**src/hw/rtl/fir_pkg.sv**
```systemverilog
// fir_pkg: shared types and fixed widths of the fir low-pass filter
// no dependencies; imported by fir_lowpass_filter_top

package fir_pkg;

    localparam int SAMPLE_W = 16;
    localparam int COEF_W   = 18;
    localparam int PROD_W   = SAMPLE_W + COEF_W;
    localparam int TAPS_W   = 7;
    localparam int SHIFT_W  = 5;
    localparam int TIDX_W   = 6;
    localparam int CFG_W    = 7;
    localparam int OUT_MAX  = 32767;
    localparam int OUT_MIN  = -32768;

    localparam logic [TAPS_W-1:0]  TAPS_RESET  = 7'd16;
    localparam logic [SHIFT_W-1:0] SHIFT_RESET = 5'd17;

    typedef enum logic [1:0] {
        MODE_SAMPLE = 2'd0,
        MODE_COEF   = 2'd1,
        MODE_CLEAR  = 2'd2
    } t_mode;

    typedef enum logic {
        REG_TAPS  = 1'b0,
        REG_SHIFT = 1'b1
    } t_reg;

    typedef enum logic [2:0] {
        S_INIT,
        S_IDLE,
        S_CLEAR,
        S_MAC,
        S_DRAIN,
        S_SHIFT,
        S_OUT
    } t_state;

endpackage

```
**src/hw/rtl/fir_ram.sv**
```systemverilog
// fir_ram: generic single-write, single-read synchronous ram
// registered read data; no dependencies

module fir_ram #(
    parameter int WIDTH = 16,
    parameter int DEPTH = 64
) (
    input  logic                     i_clk,
    input  logic                     i_we,
    input  logic [$clog2(DEPTH)-1:0] i_waddr,
    input  logic [WIDTH-1:0]         i_wdata,
    input  logic [$clog2(DEPTH)-1:0] i_raddr,
    output logic [WIDTH-1:0]         o_rdata
);

    logic [WIDTH-1:0] r_mem [DEPTH];
    logic [WIDTH-1:0] r_rdata;

    always_ff @(posedge i_clk) begin
        if (i_we) begin
            r_mem[i_waddr] <= i_wdata;
        end
        r_rdata <= r_mem[i_raddr];
    end

    assign o_rdata = r_rdata;

endmodule

```
**src/hw/rtl/fir_lowpass_filter_top.sv**
```systemverilog
// fir_lowpass_filter_top: direct-form fir filter, delay line and coefficients in ram
// depends on fir_pkg and fir_ram
//
// Usage
//   Input channel (i_in_valid / o_in_stall) carries one item: i_mode selects
//   filter a sample, write a coefficient, or clear the delay line.
//   Output channel (o_out_valid / i_out_stall) returns one filtered sample and
//   a clip flag for each sample item; other items return nothing.
//   Configuration is a plain write port: index 0 taps in use, index 1 output
//   shift; it is to be written while the block is idle, which the block itself does not enforce.
//   Operation: a sample item runs the single shared multiply-accumulate over
//   n taps, n the taps in use (clamped to 1..MAX_TAPS), reading one tap per
//   cycle from the two rams. A coefficient write goes to the coefficient ram
//   as the item is taken; a clear zeroes the delay line one entry per cycle.
//   After reset both rams are zeroed entry by entry, while o_in_stall is
//   high; configuration writes are taken throughout.
//   The result sits in an output register; while the receiver stalls it holds,
//   and new items are still accepted until a second result is ready.

module fir_lowpass_filter_top
    import fir_pkg::*;
#(
    parameter int MAX_TAPS = 64
) (
    input  logic                      i_clk,
    input  logic                      i_rst_n,
    input  logic                      i_cfg_we,
    input  logic                      i_cfg_index,
    input  logic [CFG_W-1:0]          i_cfg_data,
    input  logic                      i_in_valid,
    output logic                      o_in_stall,
    input  logic [1:0]                i_mode,
    input  logic signed [SAMPLE_W-1:0] i_sample,
    input  logic [TIDX_W-1:0]         i_tap_index,
    input  logic signed [COEF_W-1:0]  i_tap_value,
    output logic                      o_out_valid,
    input  logic                      i_out_stall,
    output logic signed [SAMPLE_W-1:0] o_filtered,
    output logic                      o_clipped
);

    localparam int AW    = $clog2(MAX_TAPS);
    localparam int CW    = $clog2(MAX_TAPS + 1);
    localparam int ACC_W = PROD_W + $clog2(MAX_TAPS);
    localparam logic [AW-1:0] LAST_ADDR = AW'(MAX_TAPS - 1);
    localparam logic signed [ACC_W-1:0] SAT_HI = ACC_W'(OUT_MAX);
    localparam logic signed [ACC_W-1:0] SAT_LO = ACC_W'(OUT_MIN);

    t_state r_state, n_state;

    logic [TAPS_W-1:0]  r_taps_in_use;
    logic [SHIFT_W-1:0] r_out_shift;

    logic [AW-1:0] r_head, n_head;
    logic [AW-1:0] r_cnt, n_cnt;
    logic [AW-1:0] r_idx, n_idx;
    logic [AW-1:0] r_last, n_last;
    logic [AW-1:0] r_rd_addr, n_rd_addr;
    logic          r_v1, n_v1;
    logic          r_v2, n_v2;
    logic          r_out_valid, n_out_valid;

    logic signed [PROD_W-1:0]  r_prod;
    logic signed [ACC_W-1:0]   r_acc, n_acc;
    logic signed [ACC_W-1:0]   r_shifted;
    logic signed [SAMPLE_W-1:0] r_filtered, n_filtered;
    logic                      r_clipped, n_clipped;
    logic                      out_load;

    logic                dl_we, cf_we;
    logic [AW-1:0]       dl_waddr, cf_waddr;
    logic [SAMPLE_W-1:0] dl_wdata, dl_rdata;
    logic [COEF_W-1:0]   cf_wdata, cf_rdata;

    logic          in_acc;
    logic [AW-1:0] head_new;
    logic [CW-1:0] taps_eff;

    fir_ram #(.WIDTH(SAMPLE_W), .DEPTH(MAX_TAPS)) u_delay_ram (
        .i_clk   (i_clk),
        .i_we    (dl_we),
        .i_waddr (dl_waddr),
        .i_wdata (dl_wdata),
        .i_raddr (r_rd_addr),
        .o_rdata (dl_rdata)
    );

    fir_ram #(.WIDTH(COEF_W), .DEPTH(MAX_TAPS)) u_coef_ram (
        .i_clk   (i_clk),
        .i_we    (cf_we),
        .i_waddr (cf_waddr),
        .i_wdata (cf_wdata),
        .i_raddr (r_idx),
        .o_rdata (cf_rdata)
    );

    assign o_in_stall = (r_state != S_IDLE);
    assign in_acc     = i_in_valid && !o_in_stall;
    assign head_new   = (r_head == '0) ? LAST_ADDR : r_head - AW'(1);

    always_comb begin
        if (r_taps_in_use == '0) begin
            taps_eff = CW'(1);
        end else if (32'(r_taps_in_use) > MAX_TAPS) begin
            taps_eff = CW'(MAX_TAPS);
        end else begin
            taps_eff = CW'(r_taps_in_use);
        end
    end

    // next state, ram write ports and datapath control
    always_comb begin
        n_state     = r_state;
        n_head      = r_head;
        n_cnt       = r_cnt;
        n_idx       = r_idx;
        n_last      = r_last;
        n_rd_addr   = r_rd_addr;
        n_v1        = 1'b0;
        n_v2        = r_v1;
        n_acc       = r_acc;
        n_out_valid = r_out_valid && i_out_stall;
        n_filtered  = r_filtered;
        n_clipped   = r_clipped;
        out_load    = 1'b0;
        dl_we       = 1'b0;
        dl_waddr    = r_cnt;
        dl_wdata    = '0;
        cf_we       = 1'b0;
        cf_waddr    = r_cnt;
        cf_wdata    = '0;

        if (r_v2) begin
            n_acc = r_acc + ACC_W'(r_prod);
        end

        case (r_state)
            S_INIT: begin
                dl_we = 1'b1;
                cf_we = 1'b1;
                n_cnt = r_cnt + AW'(1);
                if (r_cnt == LAST_ADDR) begin
                    n_cnt   = '0;
                    n_state = S_IDLE;
                end
            end
            S_IDLE: begin
                if (in_acc) begin
                    case (t_mode'(i_mode))
                        MODE_SAMPLE: begin
                            dl_we     = 1'b1;
                            dl_waddr  = head_new;
                            dl_wdata  = i_sample;
                            n_head    = head_new;
                            n_rd_addr = head_new;
                            n_idx     = '0;
                            n_last    = AW'(taps_eff - CW'(1));
                            n_acc     = '0;
                            n_state   = S_MAC;
                        end
                        MODE_COEF: begin
                            cf_we    = (32'(i_tap_index) < MAX_TAPS);
                            cf_waddr = AW'(i_tap_index);
                            cf_wdata = i_tap_value;
                        end
                        MODE_CLEAR: begin
                            n_cnt   = '0;
                            n_state = S_CLEAR;
                        end
                        default: begin
                        end
                    endcase
                end
            end
            S_CLEAR: begin
                dl_we = 1'b1;
                n_cnt = r_cnt + AW'(1);
                if (r_cnt == LAST_ADDR) begin
                    n_cnt   = '0;
                    n_state = S_IDLE;
                end
            end
            S_MAC: begin
                n_v1      = 1'b1;
                n_idx     = r_idx + AW'(1);
                n_rd_addr = (r_rd_addr == LAST_ADDR) ? '0 : r_rd_addr + AW'(1);
                if (r_idx == r_last) begin
                    n_state = S_DRAIN;
                end
            end
            S_DRAIN: begin
                if (!r_v1 && !r_v2) begin
                    n_state = S_SHIFT;
                end
            end
            S_SHIFT: begin
                n_state = S_OUT;
            end
            S_OUT: begin
                if (!r_out_valid || !i_out_stall) begin
                    out_load    = 1'b1;
                    n_out_valid = 1'b1;
                    n_state     = S_IDLE;
                    if (r_shifted > SAT_HI) begin
                        n_filtered = SAMPLE_W'(OUT_MAX);
                        n_clipped  = 1'b1;
                    end else if (r_shifted < SAT_LO) begin
                        n_filtered = SAMPLE_W'(OUT_MIN);
                        n_clipped  = 1'b1;
                    end else begin
                        n_filtered = r_shifted[SAMPLE_W-1:0];
                        n_clipped  = 1'b0;
                    end
                end
            end
            default: begin
                n_state = S_INIT;
            end
        endcase
    end

    always_ff @(posedge i_clk) begin
        if (!i_rst_n) begin
            r_state       <= S_INIT;
            r_taps_in_use <= TAPS_RESET;
            r_out_shift   <= SHIFT_RESET;
            r_head        <= '0;
            r_cnt         <= '0;
            r_idx         <= '0;
            r_last        <= '0;
            r_rd_addr     <= '0;
            r_v1          <= 1'b0;
            r_v2          <= 1'b0;
            r_out_valid   <= 1'b0;
        end else begin
            r_state     <= n_state;
            r_head      <= n_head;
            r_cnt       <= n_cnt;
            r_idx       <= n_idx;
            r_last      <= n_last;
            r_rd_addr   <= n_rd_addr;
            r_v1        <= n_v1;
            r_v2        <= n_v2;
            r_out_valid <= n_out_valid;
            if (i_cfg_we) begin
                case (t_reg'(i_cfg_index))
                    REG_TAPS:  r_taps_in_use <= i_cfg_data[TAPS_W-1:0];
                    REG_SHIFT: r_out_shift   <= i_cfg_data[SHIFT_W-1:0];
                    default: begin
                    end
                endcase
            end
        end
    end

    // datapath registers
    always_ff @(posedge i_clk) begin
        if (r_v1) begin
            r_prod <= PROD_W'($signed(dl_rdata)) * PROD_W'($signed(cf_rdata));
        end
        r_acc <= n_acc;
        if (r_state == S_SHIFT) begin
            r_shifted <= r_acc >>> r_out_shift;
        end
        if (out_load) begin
            r_filtered <= n_filtered;
            r_clipped  <= n_clipped;
        end
    end

    assign o_out_valid = r_out_valid;
    assign o_filtered  = r_filtered;
    assign o_clipped   = r_clipped;

`ifndef SYNTHESIS
    a_prod_follows_read : assert property (@(posedge i_clk) disable iff (!i_rst_n)
        r_v2 |-> $past(r_v1))
        else $error("product stage valid without a preceding read");

    a_idx_in_range : assert property (@(posedge i_clk) disable iff (!i_rst_n)
        (r_state == S_MAC) |-> (r_idx <= r_last))
        else $error("tap index past the last tap in use");

    a_sample_starts_mac : assert property (@(posedge i_clk) disable iff (!i_rst_n)
        (in_acc && i_mode == MODE_SAMPLE) |=> (r_state == S_MAC))
        else $error("sample item did not start the multiply-accumulate");

    a_hold_when_full : assert property (@(posedge i_clk) disable iff (!i_rst_n)
        (r_state == S_OUT && r_out_valid && i_out_stall) |=> (r_state == S_OUT))
        else $error("result overwritten while the receiver stalls");
`endif

endmodule
```
**config.mk**
```make
export PLATFORM = sky130hd
export DESIGN_NAME = fir_lowpass_filter_top
export DESIGN_NICKNAME = d
export VERILOG_FILES = /design/src/hw/rtl/fir_pkg.sv /design/src/hw/rtl/fir_ram.sv /design/src/hw/rtl/fir_lowpass_filter_top.sv
export SDC_FILE = /design/constraint.sdc
export NUM_CORES = 2
export LEC_CHECK = 0
export BUFFER_PORTS_ARGS = -buffer_cell sky130_fd_sc_hd__buf_2
export CAP_MARGIN = 10
export CORE_MARGIN = 2
export CORE_UTILIZATION = 57
export DETAILED_ROUTE_END_ITERATION = 6
export PLACE_DENSITY = 0.76
export SLEW_MARGIN = 0
export SYNTH_ARGS = -nofsm -noshare
export SYNTH_HDL_FRONTEND = slang
export SYNTH_SLANG_ARGS = --single-unit
```
**constraint.sdc**
```tcl
create_clock -name i_clk -period 6.5 [get_ports i_clk]
set_input_delay 1.3 -clock i_clk [delete_from_list [all_inputs] [get_ports i_clk]]
set_output_delay 1.3 -clock i_clk [all_outputs]
set_load 0.02 [all_outputs]
```
==> run_results.csv <==
group,metric,value,unit
clock_network,clock_latency,0.88,ns
grt,grt_use_total,27.4,%
critical_path,cpMostUsedCell,"fa_1",
critical_path,arrival,6.80,ns
finish,final_nets,6444,
min_path,hold_path_end,"r_out_shift[1]$_SDFFE_PN0P_",
sta,clock_skew,0.0403,ns
route,dr.pass1.iters,6,
critical_path,crit_required,7.09,ns
grt,top_usage_layer,"met2",
clock_network,cts_tree,"built",
finish,layout_common_cells,"edfxtp_1, mux4_2, nand2_1, inv_1, fa_1",
route,num_vias,55300,
logic_synthesis,synthArstFlopShare,0,%
clock_network,post_cts_buffers,0,
place,postPlaceCellArea,110000,um2
finish,drive_above_1_share,24.5,%
sta,tns,0,ns
power_and_ir_drop,finalPower,39.2,mW
route,ant_nets,0,
place,dp_hpwl,149,mm
critical_path,crit_chain,"and2_1 -> fa_1 -> fa_1 -> fa_1 -> fa_1 -> fa_1 -> inv_1 -> fa_1 -> inv_1 -> ha_1 -> a21o_1 -> a21o_1 -> a21o_1 -> a31oi_1 -> o21ai_0 -> a21oi_2 -> o21ai_1 -> a221oi_1 -> xnor2_1",
clock_network,path_clk_slew,0.07,ns
grt,grt_pass1_vias,56200,
floorplan,start_util,57.2,%
logic_synthesis,synth.distinct_cells,88,
sta,fmax,161,MHz
grt,use_met3,5.48,%
place,dp.cells,8206,
logic_synthesis,synthCells,5741,
sta,finalHoldViolations,0,
sta,final-setup-viol-count,0,
logic_synthesis,synth_edf_count,2267,
place,port_buffers,73,
critical_path,crit_start,"u_coef_ram.o_rdata[2]$_DFF_P_",
route,routedWlPerCell,29.7,um
place,gp_congestion,0.862,
logic_synthesis,yosys_warnings,0,
floorplan,num_io_pins,74,
critical_path,ff2ff_setup_slack,0.30,ns
clock_network,ctsHoldBuffers,0,
power_and_ir_drop,power_density,333,nW/um2
sta,period_share,95.4,%
critical_path,critPathBufInv,2,
min_path,hp-start,"r_out_shift[1]$_SDFFE_PN0P_",
clock_network,ctsRootBufferMaster,"clkbuf_16",
critical_path,timing.rr.end,"r_prod[32]$_DFFE_PP_",
clock_network,clock_sinks,2389,
critical_path,timing.rr.start,"u_coef_ram.o_rdata[2]$_DFF_P_",
logic_synthesis,ys_seq_area_share,66.7,%
grt,grt.met1_usage,37.2,%
critical_path,cpMaxStageDelayCell,"dfxtp_1",
clock_network,clockBufferDepth,3,
sta,rsz0062_at_grt,"false",
critical_path,crit_fanout,16,
grt,antenna_found_initial,28,
outcome,status,"completed",
route,wl,257,mm
logic_synthesis,synth_flop_cell,"edfxtp_1",
grt,grt_pass1_wl,379,mm
logic_synthesis,syn_area_per_cell,18.4,um2
clock_network,htree_levels,4,
grt,grt_use_met2,44.8,%
logic_synthesis,ys_ff_latch,2389,
route,first_iter_violations,6574,
critical_path,crit_type,"flip-flop to flip-flop",
floorplan,placementRows,158,
grt,grt-ovfl-total,0,
grt,grt_max_degree,117,
finish,syn_to_final_growth,11.2,%
floorplan,die_area,189000,um2
critical_path,r2r_cells,19,
min_path,min_delay_path_depth,2,
route,vias_per_cell,6.38,
floorplan,die_h,435,um
critical_path,endpoint_kind,"flip-flop",
clock_network,cts_buffers,222,
sta,drv_slew,0,
logic_synthesis,netlist_area,106000,um2
sta,tightest_slew,1.26,ns
finish,fin_area,118000,um2
sta,slew_headroom,15.8,%
critical_path,max_stage_delay,0.79,ns
job,cap_violations,0,
finish,layout_commonest_cell,"edfxtp_1",
critical_path,crit_family,"adder cells",
finish,finalNonFillerCells,8655,
power_and_ir_drop,power_leakage,42.8,nW
route,drc,0,
clock_network,cts_resized,0,
sta,period_minus_slack,6.20,ns
floorplan,die_x,435,um
power_and_ir_drop,ir_drop,461,uV
logic_synthesis,synthesis.nets,6218,
floorplan,core_area,185000,um2
min_path,hold_path_class,"flip-flop to flip-flop",
critical_path,setup.worst_path.start_class,"flip-flop",
per-layer routing:
layer / share of wire (%) / up-vias
met4: 3.7 / 26
li1: - / 22800
met1: 37 / 28800
met5: 0.067 / -
met2: 49 / 3065
met3: 9.4 / 497
area by class of cell:
cell class,count,area [um2]
flip-flops and latches,2389,70600
fillers,12200,67200
multi-input cells,2728,33000
clock buffers,258,5790
well taps,2480,3100
repair buffers,289,2320
clock inverters,159,1590
inverters,337,1260
diodes,15,37.5
sequential cells by signal, summed over array words and instances (netlist names), 6 cells and up:
register / count
u_coef_ram.r_mem: 1152
u_delay_ram.o_rdata: 16
u_coef_ram.o_rdata: 18
r_taps_in_use: 7
r_acc: 40
r_cnt: 6
r_shifted: 40
u_delay_ram.r_mem: 1024
r_head: 6
o_filtered: 16
r_rd_addr: 6
r_last: 6
r_idx: 6
r_prod: 34
synth_stat cells (14+ instances only):
library cell	number	area [um2]
a211oi_1	14	105
a21boi_0	20	150
a21o_1	30	225
a21oi_1	120	601
a31oi_1	14	87.6
and2_1	165	1030
and3_1	23	144
buf_1	29	109
buf_2	53	265
buf_4	15	113
clkbuf_1	184	691
dfxtp_1	122	2440
edfxtp_1	2267	68100
fa_1	291	5830
ha_1	131	1640
inv_1	332	1250
mux2i_1	66	661
mux4_2	735	16600
nand2_1	348	1310
nand2b_1	19	119
nand3_1	42	210
nand4_1	19	119
nor2_1	290	1090
nor2b_1	30	188
nor3_1	22	110
o21ai_0	100	500
xnor2_1	56	490
xor2_1	26	228
worst register-to-register path, stage by stage, from the launching register on:
cell and delay (ns):
dfxtp_1 0.79, and2_1 0.26, fa_1 0.46, fa_1 0.54
fa_1 0.43, fa_1 0.40, fa_1 0.52, inv_1 0.05
fa_1 0.50, inv_1 0.05, ha_1 0.33, a21o_1 0.18
a21o_1 0.17, a21o_1 0.19, a31oi_1 0.18, o21ai_0 0.11
a21oi_2 0.19, o21ai_1 0.11, a221oi_1 0.38, xnor2_1 0.11
report_power, final:
part / switching (mW) / leakage (nW) / internal, mW / total, mW
registers: 0.141 / 25.3 / 17.1 / 17.3
logic: 4.99 / 13.9 / 3.75 / 8.73
clock network: 5.76 / 3.60 / 7.40 / 13.2
kinds of logic after synthesis:
| kind of cell | count (synthesis) | share of synthesized area (%) |
|---|---|---|
| DFF | 2389 | 66.7 |
| and+or+nand+nor | 1004 | 4.39 |
| muxes | 811 | 16.4 |
| buffers and inverters | 624 | 2.37 |
| adders and majority gates | 422 | 7.06 |
| AOI/OAI and AO/OA | 409 | 2.46 |
| xor gates and xnor gates | 82 | 0.679 |
per-stage QoR:
step	util, %	hold WS, ns	setup slack (ns)
after floorplan	-	0.435	0.418
after global placement	59.4	0.460	0.307
after detailed placement	59.4	0.471	0.246
after CTS	63.4	0.480	0.238
after global routing	63.6	0.492	0.00344
final	63.6	0.474	0.300
how the worst max path moves through the flow:
| stage | end | slack [ns] | cells after the start |
|---|---|---|---|
| 6_report | r_prod[32]$_DFFE_PP_ | 0.30 | 19 |
| 5_1_grt | r_prod[32]$_DFFE_PP_ | 0.003 | 21 |
| 3_3_place_gp | r_prod[33]$_DFFE_PP_ | 0.31 | 19 |
| 3_5_place_dp | r_prod[33]$_DFFE_PP_ | 0.25 | 21 |
| 2_1_floorplan | r_prod[33]$_DFFE_PP_ | 0.42 | 20 |
| 4_1_cts | r_prod[33]$_DFFE_PP_ | 0.24 | 19 |
Power figures use the tool's default switching activity.
